`src/mcvg_pkg.sv`:
```
// ----------------------------------------------------------------------------
// mcvg_pkg
// Shared widths for the mass-change velocity gradient pipeline.
// ----------------------------------------------------------------------------
package mcvg_pkg;

    // one signed fixed point word
    localparam int WORD_W = 32;
    // sum of squares of the normalised gradient
    localparam int SQ_W = 64;
    // root steps: one result bit per step
    localparam int ROOT_STEPS = 32;
    // width of the mixing register
    localparam int MIX_W = 17;
    // gradient components
    localparam int N_GRAD = 3;

endpackage

```
`src/mcvg_sqrt.sv`:
```
// ----------------------------------------------------------------------------
// mcvg_sqrt
// Pipelined integer square root of a 64-bit value, one root bit per stage,
// with a sideband that travels alongside.
// ----------------------------------------------------------------------------
module mcvg_sqrt #(
    parameter int SW = 8
) (
    input  logic                          aclk,
    input  logic                          aresetn,
    input  logic                          en,
    input  logic                          in_valid,
    input  logic [mcvg_pkg::SQ_W-1:0]     radicand,
    input  logic [SW-1:0]                 side_in,
    output logic                          out_valid,
    output logic [mcvg_pkg::WORD_W-1:0]   root,
    output logic [SW-1:0]                 side_out
);

    localparam int N  = mcvg_pkg::ROOT_STEPS;
    localparam int VW = mcvg_pkg::SQ_W;

    logic [VW-1:0] v_reg    [N];
    logic [VW-1:0] r_reg    [N];
    logic [SW-1:0] side_reg [N];
    logic [N-1:0]  vld_reg;

    for (genvar k = 0; k < N; k++) begin : g_stage
        localparam logic [VW-1:0] BIT = VW'(1) << (VW - 2 - 2 * k);
        logic [VW-1:0] v_in;
        logic [VW-1:0] r_in;
        logic [SW-1:0] side_s;
        logic          vld_in;
        logic [VW-1:0] sum;
        logic          ge;

        if (k == 0) begin : g_first
            assign v_in   = radicand;
            assign r_in   = '0;
            assign side_s = side_in;
            assign vld_in = in_valid;
        end else begin : g_next
            assign v_in   = v_reg[k-1];
            assign r_in   = r_reg[k-1];
            assign side_s = side_reg[k-1];
            assign vld_in = vld_reg[k-1];
        end

        // trial subtraction of the candidate bit
        assign sum = r_in + BIT;
        assign ge  = v_in >= sum;

        always_ff @(posedge aclk) begin
            if (!aresetn) begin
                vld_reg[k] <= 1'b0;
            end else if (en) begin
                vld_reg[k] <= vld_in;
            end
        end

        always_ff @(posedge aclk) begin
            if (en) begin
                v_reg[k]    <= ge ? v_in - sum : v_in;
                r_reg[k]    <= ge ? (r_in >> 1) + BIT : r_in >> 1;
                side_reg[k] <= side_s;
            end
        end
    end

    assign out_valid = vld_reg[N-1];
    assign root      = r_reg[N-1][mcvg_pkg::WORD_W-1:0];
    assign side_out  = side_reg[N-1];

endmodule

```
`config.mk`:
```
export PLATFORM = sky130hd
export DESIGN_NAME = mcvg_sqrt
export DESIGN_NICKNAME = d
export VERILOG_FILES = /design/src/mcvg_pkg.sv /design/src/mcvg_sqrt.sv
export SDC_FILE = /design/constraint.sdc
export NUM_CORES = 2
export LEC_CHECK = 0
export BUFFER_PORTS_ARGS = -buffer_cell sky130_fd_sc_hd__buf_2
export CAP_MARGIN = 0
export CORE_MARGIN = 3
export CORE_UTILIZATION = 50
export CTS_BUF_LIST = sky130_fd_sc_hd__clkbuf_16
export CTS_CLUSTER_SIZE = 40
export DETAILED_ROUTE_END_ITERATION = 8
export PLACE_DENSITY = 0.65
export SLEW_MARGIN = 40
export SYNTH_ARGS = -nofsm -noshare
export SYNTH_HDL_FRONTEND = slang
export SYNTH_MEMORY_MAX_BITS = 65536
export SYNTH_SLANG_ARGS = --single-unit
```
`constraint.sdc`:
```
create_clock -name aclk -period 7.94 [get_ports aclk]
set_clock_uncertainty 0.05 [all_clocks]
set_input_delay 0.794 -clock aclk [delete_from_list [all_inputs] [get_ports aclk]]
set_output_delay 0.794 -clock aclk [all_outputs]
set_load 0.02 [all_outputs]
```
==> results.md <==
- The run finished with clean final reports.
- During synthesis, Yosys emitted a total of 0 warnings.
- The overall fraction of global-route tracks in use is 0.242.
- The cell with the biggest individual delay on the critical path is sky130_fd_sc_hd__clkinv_2.
- The fraction of final layout cells sized beyond drive strength 1 is 0.0787.
- The total area inside the core boundary comes to 255000 um^2.
- Counting flops and latches in the post-synthesis netlist gives 2800.
- Of all cell types, the one taking the most synthesized area is sky130_fd_sc_hd__edfxtp_1.
- For this run, the slowest stage of the critical path takes 780 ps.
- After layout, the worst setup slack is 2620 ps.
- The cell leakage power is 54.2 nW.
- The number of enable flip-flop cells after synthesis is 2768.
- The count of final hold-check violations is 0.
- The number of clock sinks is 2800.
- The via count of the first global-routing pass is 79.4k.
- For this block, the initial DRC count from the detailed router was 6549.
- The part of the cycle the worst path needs is 0.670.
- Entering global routing, the biggest net connects 183 pins.
- For the worst-skew pair, the clock arrives at the later sink with an insertion delay of 890 ps.
- The average routed wire per standard cell is 23.5 um.
- The tool flagged a number of max-cap violations equal to 0.
- The worst slack at placement is 2530 ps.
- The hold path startpoint is radicand[51].
- The share of the Yosys chip area taken by registers is 0.651.
- After synthesis, the mean cell area works out to 13.1 um^2.
- Headroom to the max-slew limit came out at 0.389.
- The cell count after synthesis came out at 9816.
- The met1 capacity usage during global routing is 0.281.
- In this run the number of H-tree levels came out at 5.
- Yosys mapped the design onto 86 distinct sky130hd cell types.
- The slack of the worst reg-to-reg path is 2620 ps.
- The critical path goes through nor4_1 -> nand2_1 -> or3_1 -> or4_1 -> or4_1 -> nor4_1 -> a21boi_2 -> clkinv_2 -> o311a_1 -> nand3_1 -> xnor2_1.
- The total power density per cell area is 292 nW/um^2.
- The die width is 513 um.
- The final-report max-slew violation count is 0.
- The final sum of negative setup slack is 0 ps.
- In the final design database the tool counted 10.8k nets.
- Port buffering added 116 buffers.
- The area of the multi-input gates is 41800 um^2.
- The main flop type after synthesis is sky130_fd_sc_hd__edfxtp_1.
- Using the TritonRoute via totals, the vias-per-cell ratio works out to 5.75.
- The congestion estimate from routability-driven global placement came to 0.966.
- The global-route wire length before repair is 486000 um.
- The layer carrying the most global-route usage is met2.
- The clock root buffer is sky130_fd_sc_hd__clkbuf_16.
- For the pin with the worst max-slew slack, the measured transition is 913 ps.
- The element type at the critical path end is a register.
- The most critical setup path has its startpoint at v_reg[21][46]$_DFFE_PP_.
- The sum of internal, switching and leakage power is 42.0 mW.
- Clock-pin slew was measured on the worst setup and hold paths at 60 ps.
- The post-synthesis to final-layout area growth is 11.9%.
- The category of the critical setup timing path is register to register.
- The worst reg2reg path depth is 11.
- Data on the critical path arrives at its endpoint at 5820 ps.
- The worst setup path is launched from a register.
- The number of antenna violations at the first check in global routing came to 14.
- The synthesized netlist occupies a cell area of 129000 um^2.
- The clock period minus worst slack is 5320 ps.
- Following the worst setup path forward leads to its endpoint at v_reg[22][47]$_DFFE_PP_.
- The quantity of gates resized following cts is 0.
- Of all flip-flops after synthesis, the portion carrying an async set or reset was 0.
- Setup repair after global routing left no endpoint under its margin.
- The combinational group share of total power is 0.197.
- Global routing finished with a remaining overflow of 0.
- The initial utilization of the core area, before any placement, comes to 0.504.
- The final number of setup-violating endpoints is 0.
- The final route contains 79.3k vias.
- The endpoint of the most critical register-to-register path is v_reg[22][47]$_DFFE_PP_.
- Once detailed placement completed, the half-perimeter wirelength came to 244000 um.
- For met2 alone, demand over resource in global routing was 0.424.
- In this run the vertical extent of the chip is 513 um.
- The net switching power is 12.2 mW.
- Of the total power, registers draw 0.480.
- Summed over all layers, the routed wires come to 324000 um.
- Once detail routing completed, the nets flagged for antenna violations numbered 0.
- The timing-limited maximum frequency is 188 MHz.
- STA puts the critical path data required time at 8440 ps.
- The maximum clock path buffer count is 4.
- The largest vdd supply drop is 210 uV.
- Internal power comes to 29.8 mW.
- The biggest fanout along the worst timing path is 46.
- The filler cell count is 20.6k.
- The count of unresolved DRC violations after routing is 0.
- After synthesis, the cell types taking the most area are sky130_fd_sc_hd__edfxtp_1, sky130_fd_sc_hd__ha_1, sky130_fd_sc_hd__xnor2_1, sky130_fd_sc_hd__xor2_1, sky130_fd_sc_hd__a21oi_1.
- The min-delay analysis places its worst path in the category input pin to register.
- By count the netlist is led by sky130_fd_sc_hd__edfxtp_1, sky130_fd_sc_hd__inv_1, sky130_fd_sc_hd__a21oi_1, sky130_fd_sc_hd__nor2_1, sky130_fd_sc_hd__nand2_1.
- In this run the core area contains 185 standard-cell rows.
- The flip-flop count of the largest register after layout is 1984.
- The share of synthesized area in the top cell type comes to 0.646.
- The start of the worst register-to-register path is v_reg[21][46]$_DFFE_PP_.
- The area enclosed by the die boundary is 263000 um^2.
- The area used by sequential logic in the layout is 83800 um^2.
- Before antenna repair, the detailed router went through 6 iterations.
- For this design the top-level I/O count stands at 117.
- The clock buffer count from CTS is 305.
- The dominant cell by count in the synthesized netlist is sky130_fd_sc_hd__edfxtp_1.
- In the global route stage, met3 resource usage came out at 0.0314.
- The clock group share of total power is 0.323.
- The number of nets produced by synthesis is 10.5k.
- The net switching fraction of the power is 0.290.
- The TritonCTS clock tree is yes.
## placed cells by master, fill, tap and decap left out, types with 33 or more instances in the layout
cell type                          n
sky130_fd_sc_hd__clkbuf_16       314
sky130_fd_sc_hd__nand3_1         154
sky130_fd_sc_hd__or3_1           101
sky130_fd_sc_hd__edfxtp_1       2768
sky130_fd_sc_hd__or4_1            60
sky130_fd_sc_hd__a21oi_1         644
sky130_fd_sc_hd__nor4b_1          53
sky130_fd_sc_hd__and3_1           53
sky130_fd_sc_hd__clkinv_1         65
sky130_fd_sc_hd__ha_1            558
sky130_fd_sc_hd__a31oi_1          54
sky130_fd_sc_hd__nor3_1          243
sky130_fd_sc_hd__nor4_1          303
sky130_fd_sc_hd__mux2_2           89
sky130_fd_sc_hd__nand3b_1         35
sky130_fd_sc_hd__inv_1           762
sky130_fd_sc_hd__dlygate4sd3_1    49
sky130_fd_sc_hd__a21o_1          261
sky130_fd_sc_hd__mux2i_1          40
sky130_fd_sc_hd__clkinv_2         46
sky130_fd_sc_hd__or2_2            39
sky130_fd_sc_hd__nand2b_1         92
sky130_fd_sc_hd__o21a_1           97
sky130_fd_sc_hd__nand2_1         572
sky130_fd_sc_hd__buf_4            56
sky130_fd_sc_hd__o21ai_0         382
sky130_fd_sc_hd__xor2_1          393
sky130_fd_sc_hd__o21bai_1         50
sky130_fd_sc_hd__nand4_1         136
sky130_fd_sc_hd__buf_2           116
sky130_fd_sc_hd__nor2_1          634
sky130_fd_sc_hd__nor2b_1          99
sky130_fd_sc_hd__xnor2_1         484
sky130_fd_sc_hd__o31ai_1          33
## power groups by stage
stage	clock (mW)	combinational, mW	sequential [mW]
global route	14.5	9.17	20.3
finish	13.6	8.28	20.2
CTS	13.9	8.25	20.1
floorplan	0	5.96	19.6
global placement	0	8.01	20.4
detailed placement	0	8.17	20.4
## worst min path at each step
stage / to / slack, ps / cells after the start
after global placement: side_reg[14][2]$_DFFE_PP_ / 350 / 0
after detailed placement: side_reg[10][7]$_DFFE_PP_ / 350 / 0
after CTS: v_reg[0][50]$_DFFE_PP_ / 0.6 / 1
after global routing: v_reg[0][51]$_DFFE_PP_ / 20 / 1
final: v_reg[0][51]$_DFFE_PP_ / 60 / 1
after floorplan: side_reg[10][0]$_DFFE_PP_ / 350 / 0
## per-stage QoR
step,hold slack (ps),utilization,instance area [um^2],instances
floorplan,350,-,129000,9816
detailed placement,355,0.524,134000,13200
global placement,350,0.523,133000,13200
global route,17.2,0.564,144000,13800
finish,56.7,0.564,144000,13800
CTS,0.620,0.564,144000,13800
## final cells by class
| cell class | instances | share of cell area |
|---|---|---|
| clock buffers | 314 | 0.0546 |
| flip-flops and latches | 2800 | 0.582 |
| well taps | 3366 | 0.0293 |
| repair buffers | 247 | 0.0138 |
| clock inverters | 224 | 0.0116 |
| inverters | 706 | 0.0184 |
| multi-input cells | 6118 | 0.290 |
| diodes | 11 | 0.000191 |
## critical path: cells and delay by family (launching register included)
family | cells | cell delay (ps)
and+or+nand+nor | 7 | 2600
xor gates and xnor gates | 1 | 90
buffers and inverters | 1 | 780
AOI/OAI and AO/OA | 2 | 1050
DFF | 1 | 450
## kinds of logic after synthesis
kind of cell,count (synthesis),share of synthesized area
DFF,2800,0.651
and+or+nand+nor,2735,0.110
AOI/OAI and AO/OA,1817,0.0877
buffers and inverters,898,0.0264
xor gates and xnor gates,878,0.0598
adders and majority gates,558,0.0543
muxes,130,0.0110
## metal layers
layer	share of wire	wire, um
met1	0.38	123000
met2	0.50	163000
met3	0.043	13900
met4	0.074	24100
met5	0.000093	30
## repair_timing
item | CTS | global route
hold buffers | 49 | 0
setup buffers | 0 | 0
endpoints found under the hold margin | 49 | 0
Power figures use the tool's default switching activity.
